$ cat src/hw/rtl/nll_pkg.sv
`default_nettype none
package nll_pkg;

   localparam int VALUE_BITS_DEFAULT = 64;
   localparam int MAX_RADIX = 36;

   typedef enum logic [4:0] {
      PH_START     = 5'd0,
      PH_SIGN      = 5'd1,
      PH_LEAD      = 5'd2,
      PH_BASED     = 5'd3,
      PH_CODE      = 5'd4,
      PH_ESC       = 5'd5,
      PH_UTF       = 5'd6,
      PH_CODE_DONE = 5'd7,
      PH_DENOM     = 5'd8,
      PH_FRAC      = 5'd9,
      PH_FRAC_S0   = 5'd10,
      PH_FRAC_INF  = 5'd11,
      PH_FRAC_NAN  = 5'd12,
      PH_EXP_SIGN  = 5'd13,
      PH_EXP       = 5'd14,
      PH_INF       = 5'd15,
      PH_NAN       = 5'd16,
      PH_ERR       = 5'd17
   } phase_type;

   typedef enum logic [2:0] {
      KIND_INVALID  = 3'd0,
      KIND_INTEGER  = 3'd1,
      KIND_FLOAT    = 3'd2,
      KIND_RATIONAL = 3'd3,
      KIND_POS_INF  = 3'd4,
      KIND_NEG_INF  = 3'd5,
      KIND_NAN      = 3'd6,
      KIND_RANGE    = 3'd7
   } kind_type;

   // Token state apart from the two value accumulators.
   typedef struct packed {
      phase_type   phase;
      logic        negative;
      logic [5:0]  radix;
      logic [2:0]  digit_flags;
      logic [20:0] utf_acc;
      logic [3:0]  byte_count;
      logic        overflowed;
      logic        is_float;
      logic        plus_sign;
   } ctl_type;

   localparam ctl_type CTL_CLEAR = '{
      phase: PH_START, negative: 1'b0, radix: 6'd10, digit_flags: 3'd0,
      utf_acc: 21'd0, byte_count: 4'd0, overflowed: 1'b0, is_float: 1'b0,
      plus_sign: 1'b0
   };

   // Returns {valid, digit value}.
   function automatic logic [6:0] digit_of(input logic [7:0] b);
      logic [6:0] r;
      r = 7'd0;
      if (b >= "0" && b <= "9") r = {1'b1, 6'(b - "0")};
      else if (b >= "a" && b <= "z") r = {1'b1, 6'(b - "a" + 8'd10)};
      else if (b >= "A" && b <= "Z") r = {1'b1, 6'(b - "A" + 8'd10)};
      return r;
   endfunction

endpackage
`default_nettype wire

$ cat src/hw/rtl/nll_if.sv
`default_nettype none
interface nll_req_if;
   logic       valid;
   logic       ready;
   logic [7:0] text_byte;
   logic       token_end;
   modport source (output valid, text_byte, token_end, input ready);
   modport sink (input valid, text_byte, token_end, output ready);
endinterface

interface nll_rsp_if;
   logic        valid;
   logic        ready;
   logic [2:0]  kind;
   logic [63:0] int_result;
   logic [62:0] denominator;
   modport source (output valid, kind, int_result, denominator, input ready);
   modport sink (input valid, kind, int_result, denominator, output ready);
endinterface

interface nll_csr_if;
   logic valid;
   logic ready;
   logic data;
   modport source (output valid, data, input ready);
   modport sink (input valid, data, output ready);
endinterface
`default_nettype wire

$ cat src/hw/rtl/nll_step.sv
`default_nettype none
// Next-state and result logic for one token byte.
module nll_step #(
   parameter int VALUE_BITS = nll_pkg::VALUE_BITS_DEFAULT
) (
   input  wire nll_pkg::ctl_type  st,
   input  wire [VALUE_BITS-1:0]   mag,
   input  wire [VALUE_BITS-1:0]   den,
   input  wire [7:0]              b,
   input  wire                    ext,
   input  wire                    last,
   output nll_pkg::ctl_type       nst,
   output logic [VALUE_BITS-1:0]  nmag,
   output logic [VALUE_BITS-1:0]  nden,
   output nll_pkg::kind_type      kind,
   output logic [63:0]            int_result,
   output logic [62:0]            denominator
);
   localparam int PW = VALUE_BITS + 7;
   localparam logic [PW-1:0] LIMIT_P = PW'(1) << (VALUE_BITS - 1);
   localparam logic [63:0] LIMIT_64 = 64'(1) << (VALUE_BITS - 1);

   nll_pkg::ctl_type s;
   logic [6:0]       dig;
   logic [5:0]       base;
   logic [VALUE_BITS-1:0] acc_src;
   logic [PW-1:0]    prod;
   logic [VALUE_BITS-1:0] acc_new;
   logic             acc_ovf;
   logic             clean;
   logic             lone_zero;
   logic [20:0]      utf_next;
   logic [3:0]       cnt_next;
   logic [7:0]       tail;
   logic [63:0]      emag;
   logic             emit;
   logic             in_range;

   always_comb begin
      dig = nll_pkg::digit_of(b);
      base = (st.phase == nll_pkg::PH_BASED) ? st.radix : 6'd10;
      acc_src = (st.phase == nll_pkg::PH_DENOM) ? den : mag;
      prod = PW'(acc_src) * PW'(base) + PW'(dig[5:0]);
      acc_ovf = prod > LIMIT_P;
      acc_new = prod[VALUE_BITS-1:0];
      clean = !st.digit_flags[2];
      lone_zero = st.byte_count == 4'd1 && mag == '0 && clean;
      utf_next = {st.utf_acc[14:0], b[5:0]};
      cnt_next = st.byte_count - 4'd1;
      if (st.phase == nll_pkg::PH_INF) tail = (st.byte_count == 4'd0) ? "n" : "f";
      else tail = (st.byte_count == 4'd0) ? "a" : "N";

      s = st;
      nmag = mag;
      nden = den;
      if (b == 8'd0) begin
         s.phase = nll_pkg::PH_ERR;
      end else begin
         unique case (st.phase)
            nll_pkg::PH_START, nll_pkg::PH_SIGN: begin
               if (st.phase == nll_pkg::PH_START && (b == "+" || b == "-")) begin
                  s.plus_sign = b == "+";
                  s.negative = b == "-";
                  s.phase = nll_pkg::PH_SIGN;
               end else if (b >= "0" && b <= "9") begin
                  s.phase = nll_pkg::PH_LEAD;
                  s.digit_flags = 3'd1;
                  s.byte_count = 4'd1;
                  nmag = VALUE_BITS'(b - "0");
               end else begin
                  s.phase = nll_pkg::PH_ERR;
               end
            end
            nll_pkg::PH_CODE: begin
               if (b == "\\") begin
                  s.phase = nll_pkg::PH_ESC;
               end else if (b < 8'h80) begin
                  s.utf_acc = 21'(b);
                  s.phase = nll_pkg::PH_CODE_DONE;
               end else if (b >= 8'hc2 && b <= 8'hdf) begin
                  s.utf_acc = 21'(b[4:0]);
                  s.radix = 6'd2;
                  s.byte_count = 4'd1;
                  s.phase = nll_pkg::PH_UTF;
               end else if (b >= 8'he0 && b <= 8'hef) begin
                  s.utf_acc = 21'(b[3:0]);
                  s.radix = 6'd3;
                  s.byte_count = 4'd2;
                  s.phase = nll_pkg::PH_UTF;
               end else if (b >= 8'hf0 && b <= 8'hf4) begin
                  s.utf_acc = 21'(b[2:0]);
                  s.radix = 6'd4;
                  s.byte_count = 4'd3;
                  s.phase = nll_pkg::PH_UTF;
               end else begin
                  s.phase = nll_pkg::PH_ERR;
               end
            end
            nll_pkg::PH_ESC: begin
               s.phase = nll_pkg::PH_CODE_DONE;
               unique case (b)
                  "n":  s.utf_acc = 21'd10;
                  "r":  s.utf_acc = 21'd13;
                  "t":  s.utf_acc = 21'd9;
                  "\\": s.utf_acc = 21'd92;
                  "'":  s.utf_acc = 21'd39;
                  "\"": s.utf_acc = 21'd34;
                  default: s.phase = nll_pkg::PH_ERR;
               endcase
            end
            nll_pkg::PH_UTF: begin
               if (b[7:6] != 2'b10 || st.byte_count == 4'd0) begin
                  s.phase = nll_pkg::PH_ERR;
               end else begin
                  s.utf_acc = utf_next;
                  s.byte_count = cnt_next;
                  if (cnt_next == 4'd0) begin
                     if ((st.radix == 6'd3 && utf_next < 21'h800) ||
                         (st.radix == 6'd4 && utf_next < 21'h10000) ||
                         (utf_next >= 21'hd800 && utf_next <= 21'hdfff) ||
                         utf_next > 21'h10ffff)
                        s.phase = nll_pkg::PH_ERR;
                     else
                        s.phase = nll_pkg::PH_CODE_DONE;
                  end
               end
            end
            nll_pkg::PH_EXP_SIGN: begin
               if (b == "+" || b == "-") begin
                  s.digit_flags = 3'd0;
                  s.phase = nll_pkg::PH_EXP;
               end else if (b >= "0" && b <= "9") begin
                  s.digit_flags = 3'd1;
                  s.phase = nll_pkg::PH_EXP;
               end else begin
                  s.phase = nll_pkg::PH_ERR;
               end
            end
            nll_pkg::PH_INF, nll_pkg::PH_NAN: begin
               if (st.byte_count < 4'd2 && b == tail) s.byte_count = st.byte_count + 4'd1;
               else s.phase = nll_pkg::PH_ERR;
            end
            nll_pkg::PH_LEAD, nll_pkg::PH_BASED, nll_pkg::PH_DENOM, nll_pkg::PH_FRAC,
            nll_pkg::PH_FRAC_S0, nll_pkg::PH_FRAC_INF, nll_pkg::PH_FRAC_NAN,
            nll_pkg::PH_EXP: begin
               if (st.phase == nll_pkg::PH_FRAC_INF && b == "I") begin
                  s.byte_count = 4'd0;
                  s.phase = nll_pkg::PH_INF;
               end else if (st.phase == nll_pkg::PH_FRAC_NAN && b == "N") begin
                  s.byte_count = 4'd0;
                  s.phase = st.plus_sign ? nll_pkg::PH_ERR : nll_pkg::PH_NAN;
               end else if (dig[6] && dig[5:0] < base) begin
                  s.digit_flags = {st.digit_flags[2], 2'b01};
                  if (st.phase == nll_pkg::PH_LEAD || st.phase == nll_pkg::PH_BASED ||
                      st.phase == nll_pkg::PH_DENOM) begin
                     if (!st.overflowed) begin
                        if (acc_ovf) s.overflowed = 1'b1;
                        else if (st.phase == nll_pkg::PH_DENOM) nden = acc_new;
                        else nmag = acc_new;
                     end
                     if (st.phase == nll_pkg::PH_LEAD && st.byte_count < 4'd15)
                        s.byte_count = st.byte_count + 4'd1;
                  end else if (st.phase == nll_pkg::PH_FRAC_S0) begin
                     if (dig[5:0] == 6'd0) s.phase = nll_pkg::PH_FRAC_INF;
                     else if (dig[5:0] == 6'd5) s.phase = nll_pkg::PH_FRAC_NAN;
                     else s.phase = nll_pkg::PH_FRAC;
                  end else if (st.phase == nll_pkg::PH_FRAC_INF ||
                               st.phase == nll_pkg::PH_FRAC_NAN) begin
                     s.phase = nll_pkg::PH_FRAC;
                  end
               end else if (b == "_" && ext && st.digit_flags[0]) begin
                  s.digit_flags = {st.digit_flags[2] | (st.phase == nll_pkg::PH_LEAD), 2'b10};
                  if (st.phase == nll_pkg::PH_FRAC_S0 || st.phase == nll_pkg::PH_FRAC_INF ||
                      st.phase == nll_pkg::PH_FRAC_NAN)
                     s.phase = nll_pkg::PH_FRAC;
               end else if (!st.digit_flags[0]) begin
                  s.phase = nll_pkg::PH_ERR;
               end else if (st.phase == nll_pkg::PH_LEAD) begin
                  if (ext && lone_zero && (b == "x" || b == "X" || b == "o" || b == "O" ||
                                           b == "b" || b == "B")) begin
                     s.radix = (b == "x" || b == "X") ? 6'd16 :
                               ((b == "o" || b == "O") ? 6'd8 : 6'd2);
                     s.digit_flags = 3'd0;
                     s.phase = nll_pkg::PH_BASED;
                  end else if (ext && b == "'" && clean && !st.overflowed &&
                               mag <= VALUE_BITS'(nll_pkg::MAX_RADIX)) begin
                     if (mag == '0) begin
                        s.phase = nll_pkg::PH_CODE;
                     end else if (mag >= VALUE_BITS'(2)) begin
                        s.radix = mag[5:0];
                        nmag = '0;
                        s.digit_flags = 3'd0;
                        s.phase = nll_pkg::PH_BASED;
                     end else begin
                        s.phase = nll_pkg::PH_ERR;
                     end
                  end else if (ext && b == "r") begin
                     s.digit_flags = 3'd0;
                     s.phase = nll_pkg::PH_DENOM;
                  end else if (b == ".") begin
                     s.is_float = 1'b1;
                     s.digit_flags = 3'd0;
                     s.phase = (ext && clean && st.byte_count == 4'd1 && mag == VALUE_BITS'(1))
                               ? nll_pkg::PH_FRAC_S0 : nll_pkg::PH_FRAC;
                  end else if (b == "e" || b == "E") begin
                     s.is_float = 1'b1;
                     s.digit_flags = 3'd0;
                     s.phase = nll_pkg::PH_EXP_SIGN;
                  end else begin
                     s.phase = nll_pkg::PH_ERR;
                  end
               end else if ((st.phase == nll_pkg::PH_FRAC || st.phase == nll_pkg::PH_FRAC_S0 ||
                             st.phase == nll_pkg::PH_FRAC_INF ||
                             st.phase == nll_pkg::PH_FRAC_NAN) && (b == "e" || b == "E")) begin
                  s.digit_flags = 3'd0;
                  s.phase = nll_pkg::PH_EXP_SIGN;
               end else begin
                  s.phase = nll_pkg::PH_ERR;
               end
            end
            default: s.phase = nll_pkg::PH_ERR;
         endcase
      end

      // Classification on the state after this byte.
      kind = nll_pkg::KIND_INVALID;
      int_result = 64'd0;
      denominator = 63'd0;
      emit = 1'b0;
      emag = 64'(nmag);
      unique case (s.phase)
         nll_pkg::PH_LEAD, nll_pkg::PH_BASED: emit = s.digit_flags[0];
         nll_pkg::PH_CODE_DONE: begin
            emit = 1'b1;
            emag = 64'(s.utf_acc);
         end
         nll_pkg::PH_ESC: begin
            emit = 1'b1;
            emag = 64'd92;
         end
         default: emit = 1'b0;
      endcase
      in_range = !s.overflowed && emag <= (s.negative ? LIMIT_64 : LIMIT_64 - 64'd1);
      if (emit) begin
         if (in_range) begin
            kind = nll_pkg::KIND_INTEGER;
            int_result = s.negative ? 64'd0 - emag : emag;
         end else begin
            kind = nll_pkg::KIND_RANGE;
         end
      end else if (s.phase == nll_pkg::PH_DENOM) begin
         if (s.digit_flags[0]) begin
            if (!in_range || 64'(nden) > LIMIT_64 - 64'd1) begin
               kind = nll_pkg::KIND_RANGE;
            end else begin
               kind = nll_pkg::KIND_RATIONAL;
               int_result = s.negative ? 64'd0 - emag : emag;
               denominator = 63'(nden);
            end
         end
      end else if (s.phase == nll_pkg::PH_FRAC || s.phase == nll_pkg::PH_FRAC_S0 ||
                   s.phase == nll_pkg::PH_FRAC_INF || s.phase == nll_pkg::PH_FRAC_NAN ||
                   s.phase == nll_pkg::PH_EXP) begin
         if (s.digit_flags[0] && s.is_float) kind = nll_pkg::KIND_FLOAT;
      end else if (s.phase == nll_pkg::PH_INF) begin
         if (s.byte_count == 4'd2)
            kind = s.negative ? nll_pkg::KIND_NEG_INF : nll_pkg::KIND_POS_INF;
      end else if (s.phase == nll_pkg::PH_NAN) begin
         if (s.byte_count == 4'd2) kind = nll_pkg::KIND_NAN;
      end

      nst = s;
      if (last) begin
         nst = nll_pkg::CTL_CLEAR;
         nmag = '0;
         nden = '0;
      end
   end
endmodule
`default_nettype wire

$ cat src/hw/rtl/numeric_literal_lexer.sv
`default_nettype none
// Flow: a byte transfer is registered in the input stage, then classified by the step logic;
//   the result of a final byte is registered in the result register and held until taken.
// Throughput: one byte per cycle via the combinational multiply-add; a final byte may stall.
// Reset: synchronous, active high; clears the token state and both channel stages and sets
//   the extended grammar register to one.
module numeric_literal_lexer #(
   parameter int VALUE_BITS = nll_pkg::VALUE_BITS_DEFAULT
) (
   input wire         clock,
   input wire         reset,
   nll_req_if.sink    req_chan,
   nll_rsp_if.source  rsp_chan,
   nll_csr_if.sink    csr_chan
);
   // Input stage: holds one byte transfer until the step logic consumes it.
   logic       in_valid_ff;
   logic [7:0] in_byte_ff;
   logic       in_end_ff;

   // Token state.
   nll_pkg::ctl_type      ctl_ff, ctl_in;
   logic [VALUE_BITS-1:0] mag_ff, mag_in;
   logic [VALUE_BITS-1:0] den_ff, den_in;
   logic                  ext_ff;

   // Result register.
   logic        out_valid_ff;
   logic [2:0]  out_kind_ff;
   logic [63:0] out_int_ff;
   logic [62:0] out_den_ff;

   nll_pkg::kind_type step_kind;
   logic [63:0]       step_int;
   logic [62:0]       step_den;
   logic              out_free;
   logic              step_fire;

   // A non-final byte never needs the result register, so only a final byte can stall.
   assign out_free  = !out_valid_ff || rsp_chan.ready;
   assign step_fire = in_valid_ff && (!in_end_ff || out_free);
   assign req_chan.ready = !in_valid_ff || step_fire;
   assign csr_chan.ready = 1'b1;

   nll_step #(.VALUE_BITS(VALUE_BITS)) u_step (
      .st          (ctl_ff),
      .mag         (mag_ff),
      .den         (den_ff),
      .b           (in_byte_ff),
      .ext         (ext_ff),
      .last        (in_end_ff),
      .nst         (ctl_in),
      .nmag        (mag_in),
      .nden        (den_in),
      .kind        (step_kind),
      .int_result  (step_int),
      .denominator (step_den)
   );

   always_ff @(posedge clock) begin
      if (reset) begin
         in_valid_ff  <= 1'b0;
         out_valid_ff <= 1'b0;
         ctl_ff       <= nll_pkg::CTL_CLEAR;
         mag_ff       <= '0;
         den_ff       <= '0;
         ext_ff       <= 1'b1;
      end else begin
         if (csr_chan.valid) ext_ff <= csr_chan.data;
         if (req_chan.valid && req_chan.ready) begin
            in_valid_ff <= 1'b1;
            in_byte_ff  <= req_chan.text_byte;
            in_end_ff   <= req_chan.token_end;
         end else if (step_fire) begin
            in_valid_ff <= 1'b0;
         end
         if (step_fire) begin
            ctl_ff <= ctl_in;
            mag_ff <= mag_in;
            den_ff <= den_in;
         end
         // The result register loads on a final byte and empties when its transfer completes.
         if (step_fire && in_end_ff) begin
            out_valid_ff <= 1'b1;
            out_kind_ff  <= step_kind;
            out_int_ff   <= step_int;
            out_den_ff   <= step_den;
         end else if (rsp_chan.ready) begin
            out_valid_ff <= 1'b0;
         end
      end
   end

   assign rsp_chan.valid       = out_valid_ff;
   assign rsp_chan.kind        = out_kind_ff;
   assign rsp_chan.int_result  = out_int_ff;
   assign rsp_chan.denominator = out_den_ff;

`ifndef SYNTHESIS
   a_reset_clears: assert property (@(posedge clock) reset |=> ctl_ff.phase == nll_pkg::PH_START)
      else $error("token state not cleared by reset");
   a_final_loads: assert property (@(posedge clock) disable iff (reset)
      step_fire && in_end_ff |=> out_valid_ff)
      else $error("final byte produced no result");
   a_final_clears: assert property (@(posedge clock) disable iff (reset)
      step_fire && in_end_ff |=> ctl_ff.phase == nll_pkg::PH_START && mag_ff == '0)
      else $error("token state not cleared after final byte");
   a_no_overwrite: assert property (@(posedge clock) disable iff (reset)
      out_valid_ff && !rsp_chan.ready |-> !(step_fire && in_end_ff))
      else $error("pending result overwritten");
`endif
endmodule
`default_nettype wire
$ cat src/flat_wrapper.sv
// flat-port wrapper written by rule: the top's interface ports become plain ports
module numeric_literal_lexer_flat 
#(
   parameter int VALUE_BITS = nll_pkg::VALUE_BITS_DEFAULT
)
  (clock, reset, req_chan_valid, req_chan_text_byte, req_chan_token_end, req_chan_ready, rsp_chan_valid, rsp_chan_kind, rsp_chan_int_result, rsp_chan_denominator, rsp_chan_ready, csr_chan_valid, csr_chan_data, csr_chan_ready);
  nll_req_if req_chan_i ();
  nll_rsp_if rsp_chan_i ();
  nll_csr_if csr_chan_i ();
  input wire clock;
  input wire reset;
  input wire logic [$bits(req_chan_i.valid)-1:0] req_chan_valid;
  input wire logic [$bits(req_chan_i.text_byte)-1:0] req_chan_text_byte;
  input wire logic [$bits(req_chan_i.token_end)-1:0] req_chan_token_end;
  output wire logic [$bits(req_chan_i.ready)-1:0] req_chan_ready;
  output wire logic [$bits(rsp_chan_i.valid)-1:0] rsp_chan_valid;
  output wire logic [$bits(rsp_chan_i.kind)-1:0] rsp_chan_kind;
  output wire logic [$bits(rsp_chan_i.int_result)-1:0] rsp_chan_int_result;
  output wire logic [$bits(rsp_chan_i.denominator)-1:0] rsp_chan_denominator;
  input wire logic [$bits(rsp_chan_i.ready)-1:0] rsp_chan_ready;
  input wire logic [$bits(csr_chan_i.valid)-1:0] csr_chan_valid;
  input wire logic [$bits(csr_chan_i.data)-1:0] csr_chan_data;
  output wire logic [$bits(csr_chan_i.ready)-1:0] csr_chan_ready;
  assign req_chan_i.valid = req_chan_valid;
  assign req_chan_i.text_byte = req_chan_text_byte;
  assign req_chan_i.token_end = req_chan_token_end;
  assign req_chan_ready = req_chan_i.ready;
  assign rsp_chan_valid = rsp_chan_i.valid;
  assign rsp_chan_kind = rsp_chan_i.kind;
  assign rsp_chan_int_result = rsp_chan_i.int_result;
  assign rsp_chan_denominator = rsp_chan_i.denominator;
  assign rsp_chan_i.ready = rsp_chan_ready;
  assign csr_chan_i.valid = csr_chan_valid;
  assign csr_chan_i.data = csr_chan_data;
  assign csr_chan_ready = csr_chan_i.ready;
  numeric_literal_lexer #(.VALUE_BITS(VALUE_BITS)) u_core (.clock(clock), .reset(reset), .req_chan(req_chan_i), .rsp_chan(rsp_chan_i), .csr_chan(csr_chan_i));
endmodule
$ cat config.mk
export PLATFORM = sky130hd
export DESIGN_NAME = numeric_literal_lexer_flat
export DESIGN_NICKNAME = d
export VERILOG_FILES = /design/src/hw/rtl/nll_pkg.sv /design/src/hw/rtl/nll_if.sv /design/src/hw/rtl/nll_step.sv /design/src/hw/rtl/numeric_literal_lexer.sv /design/src/flat_wrapper.sv
export SDC_FILE = /design/constraint.sdc
export NUM_CORES = 2
export LEC_CHECK = 0
export BUFFER_PORTS_ARGS = -buffer_cell sky130_fd_sc_hd__clkbuf_2
export CAP_MARGIN = 15
export CORE_AREA = 5 5 186 367
export CTS_BUF_LIST = sky130_fd_sc_hd__clkbuf_8
export DETAILED_ROUTE_END_ITERATION = 6
export DIE_AREA = 0 0 191 372
export PLACE_DENSITY_LB_ADDON = 0.2
export SLEW_MARGIN = 20
export SYNTH_ARGS = -nofsm -noshare
export SYNTH_HDL_FRONTEND = slang
export SYNTH_HIERARCHICAL = 1
export SYNTH_SLANG_ARGS = --single-unit
$ cat constraint.sdc
create_clock -name clock -period 19.15 [get_ports clock]
set_input_delay 0.9575 -clock clock [delete_from_list [all_inputs] [get_ports clock]]
set_output_delay 0.9575 -clock clock [all_outputs]
set_load 0.01 [all_outputs]
# == Word-level counts from Yosys, hierarchy flattened ==
# Index checks and enable logic that the tools add are counted.
# totals
inputBits,15
wordCells,414
ff_bits,313
out_inout_bits,133
# op_classes
eq_ne,79
mux,178
magnitude_cmp,26
bitwise_logic,4
mul,1
reduce_logical,95
add_sub_neg,10
# op_table
cell,n
$mux W64,36
$pmux W64 S2,2
$mux W5,36
$mux W9,16
$pmux W21 S6,1
$mux W25,5
$eq A8 B7 Y1 const B,15
$eq A5 B4 Y1 const B,15
$mux W6,12
$add A70 B6 Y71,1
$gt A71 B64 Y1 const B,1
$mul A64 B6 Y70,1
$mux W3,23
$eq A64 B1 Y1 const B,1
$ge A64 B2 Y1 const B,1
$gt A64 B63 Y1 const B,1
$le A64 B6 Y1 const B,1
$le A64 B64 Y1,1
$logic_not A64 Y1,1
$sub A1 B64 Y64 const A,1
$pmux W21 S3,1
$mux W43,1
$eq A8 B6 Y1 const B,5
$mux W38,1
74 further kinds,214

# == Longest topological paths before layout ==
# depth
word_depth,35
depth_mapped,56
ltp_nobuf,49

# == Cells and area by module ==
# The synthesis kept the hierarchy.
# by_module_without_submodules
module,cells_each,area_each_um2,instances,seq_area_each_um2
nll_step,3993,27237.4,1,0.0
numeric_literal_lexer,898,11952.7,1,7657.3

# == Least setup slack after synthesis ==
# No wires, ideal clock.
# synth_path
path_type,flip-flop to flip-flop
startpoint,register u_core/ctl_ff[39] in the netlist's numbering
endpoint,"register u_core.out_int_ff[63], in the netlist u_core/rsp_chan.int_result[63], data pin"
setup_ps,158
synth_period_minus_slack_ps,12227
stages_incl_launch_ff,51
n_path_buf,10
t_required_ps,18992
t_arrival_ps,12069
path_slack_ps,6923
cell_sequence,dfxtp_1 clkbuf_1 or4b_1 nor2_1 clkbuf_1 clkbuf_1 buf_1 clkbuf_1 mux2i_1 nor2_1 fa_1 fa_1 fa_1 ha_1 ha_1 clkbuf_1 a21oi_1 o21ai_0 [... 15 more ...] nor2b_1 o21ai_0 nand2b_1 a21oi_1 nor2b_1 o21ai_0 nand2b_1 a21oi_1 o21ai_0 a211oi_1 a211o_1 nand4_1 clkbuf_1 nand2_1 clkbuf_1 nand2_1 or3_1 o211ai_1
# synth_between
elab_chain_cells,24
elab_cells_between_ends,123
cone_classes,2 x add/sub; 1 x mul; 4 x order compare; 21 x eq/ne; 71 x mux; 24 x reduce/logical
# synth_rtl
item,line_no,rtl
from (decl),numeric_literal_lexer.sv:22,"nll_pkg::ctl_type ctl_ff, ctl_in;"
from (signal assigned),numeric_literal_lexer.sv:64,ctl_ff <= nll_pkg::CTL_CLEAR;
from (signal assigned),numeric_literal_lexer.sv:78,ctl_ff <= ctl_in;
branches (longest 23 deep; another with $add A70 B6 Y71),--,
$mux W64 (*),nll_step.sv:244,if (emit) begin
via u_core.step_int[63],numeric_literal_lexer.sv:34,logic [63:0] step_int;
to (signal assigned),numeric_literal_lexer.sv:86,out_int_ff <= step_int;
to (decl),numeric_literal_lexer.sv:30,logic [63:0] out_int_ff;
# Mark *: on every way through the listed nets, which the timed path passes. The select of a mux whose other input is x is not followed.
# A chain may end at the register's enable or synchronous reset.

# == Worst setup path after layout ==
# layout_path
startpoint,register u_core/ctl_ff[42] in the netlist's numbering
endpoint,"register u_core.out_int_ff[56], in the netlist u_core/rsp_chan.int_result[56], data pin"
# The elaborated chain is that of the path after synthesis.

==> metrics.cfg <==
[worst_setup_path]
critPathMaxFanout = 65
crit_family = simple AND/OR/NAND/NOR gates
crit_slowest_cell = nor4_1
critPathKind = reg2reg
path_buf_inv = 4
ff2ff_setup_slack_ps = 2460
cp-start-kind = register
cp-end-kind = register
worstPathArrival_ps = 17130
cp.required_ps = 19580
cp_slowest_stage_delay_ps = 900

[timing]
fmax_mhz = 59.91
tightest_slew_ps = 1303
fin_crit_sh_pct = 87.16
rsz0062_at_grt = no
skew_ps = 79.80
setup_viol = 0
finalHoldViolations = 0
slew_headroom_pct = 13.17
finalSetupTns_ps = 0
finalCriticalPeriod_ps = 16690
slew_viol_final = 0
whs_ps = 353.6

[power]
power_frac_comb_pct = 19.3
p_leak_nw = 17.74
switching_power_uw = 565.1
seqPwrFrac_pct = 42.3
ir_drop_mv = 0.05574
p_int_mw = 1.111
powerDensity_mw_per_mm2 = 40.28
swShare_pct = 33.71
total_power_mw = 1.676
clockPowerShare_pct = 38.4

[grt]
grt_pass1_vias = 41145
grt_pass1_wl_um = 265500
grt_usage_pct = 50.66
grt_start_max_net_pins = 175
antenna_found_initial = 23
grt_overflow = 0

[floorplan]
pin_count = 148
dieArea_mm2 = 0.07105
rows = 132
chipWidth_um = 191
initial_core_util_pct = 60.27
die_y_um = 372
core_area_mm2 = 0.06491

[placement]
gp_congestion = 1.214
port_buffers = 146
hpwlAfterDp_um = 135700

[finish]
drive_above_1_share_pct = 9.311
utilization_pct = 64.13
layout.nets = 5370
syn2layout_area_growth_pct = 6.403

[synthesis]
synth_warnings = 6
syn_inst = 4882
syn_avg_cell_area_um2 = 8.013
syn_area_mm2 = 0.03912
synth_nets = 5385

[worst_hold_path]
worst_hold_path_type = in2reg

[routing]
vias_per_cell = 7.138
routed_wl_um = 182600
wl_per_cell_um = 31.51
antenna_left = 0
drt_iter0_drc = 4830
drt_first_pass_iters = 7
route.detailed.drc = 5
vias = 41367

[clock_network]
clkSlewWorstSetupHoldPaths_ps = 80
numCtsBuffers = 51
post_cts_buffers = 0
cts_tree = yes
cts.repair.resized = 0
cts_buffer_depth = 3
postCtsHoldBufs = 0
htree_levels = 2
clkLatencyLatePin_ps = 780
clockRootBuffer = clkbuf_8
clock_sinks = 312

[run]
cap_violations = 0

[outcome]
status = finished, violations left
violations = DRC

==> per-stage QoR <==
stage               setup WS (ps)  area, µm²  cells
global placement             2919      40430   5679
detailed placement           2951      40440   5679
global route                 2178      41600   5786
CTS                          2813      41460   5773
floorplan                    6923      39120   4882
finish                       2458      41620   5795
==> placed cells by master, fill, tap and decap left out, types with 43 or more instances in the layout <==
cell,instances
nor2_1,833
clkbuf_8,53
o21a_1,43
nor3_1,91
dfxtp_1,173
ha_1,236
edfxtp_1,139
inv_1,135
nor4_1,70
clkbuf_2,145
nand4_1,86
a21o_1,48
xnor2_1,58
o21ai_0,218
mux2i_1,305
a31oi_1,45
fa_1,252
nand3_1,73
a21oi_1,298
nand2b_1,371
buf_4,110
nand2_1,374
==> path summary, 6_finish.rpt <==
check / start / endpoint / cells past startpoint
worst max-delay path: u_core/ctl_ff[42] / u_core/rsp_chan.int_result[56] / 43
worst max register to register: u_core/ctl_ff[42] / u_core/rsp_chan.int_result[56] / 43
worst min register to register: u_core/ctl_ff[0] / u_core/ctl_ff[0] / 2
worst min-delay path: req_chan_text_byte[2] / u_core/in_byte_ff[2] / 1
==> final cells by class <==
cell class / count / area [µm²]
antenna: 16 / 40.04
clock inverter: 41 / 297.8
inverter: 131 / 491.7
clock buffer: 53 / 729.5
fill: 5857 / 23280
multi-input combinational: 4110 / 29700
sequential: 312 / 7637
timing repair buffer: 261 / 1642
tap: 871 / 1090
==> registers in the layout, summed over array words and instances (netlist names) <==
| name | cells |
|---|---|
| u_core/ext_ff | 1 |
| u_core/rsp_chan.valid | 1 |
| u_core/den_ff | 64 |
| u_core/rsp_chan.int_result | 64 |
| u_core/in_valid_ff | 1 |
| u_core/rsp_chan.kind | 3 |
| u_core/ctl_ff | 42 |
| u_core/rsp_chan.denominator | 63 |
| u_core/in_end_ff | 1 |
| u_core/in_byte_ff | 8 |
| u_core/mag_ff | 64 |
==> power groups by stage <==
stage	Clock [mW]	Sequential, mW	Combinational (mW)
floorplan	0	0.717	0.205
CTS	0.645	0.707	0.303
detailed placement	0	0.722	0.301
global placement	0	0.722	0.299
global route	0.675	0.709	0.332
finish	0.643	0.709	0.324
==> metal layers <==
| layer | vias up | global-route usage (%) | wire length (µm) |
|---|---|---|---|
| met5 | - | 0.9259 | 140 |
| met2 | 3116 | 80.15 | 82280 |
| li1 | 17357 | - | - |
| met3 | 1420 | 20.36 | 21200 |
| met1 | 19464 | 47.28 | 53290 |
| met4 | 10 | 53.37 | 25670 |
No activity file was read; power rests on OpenSTA's default activity.
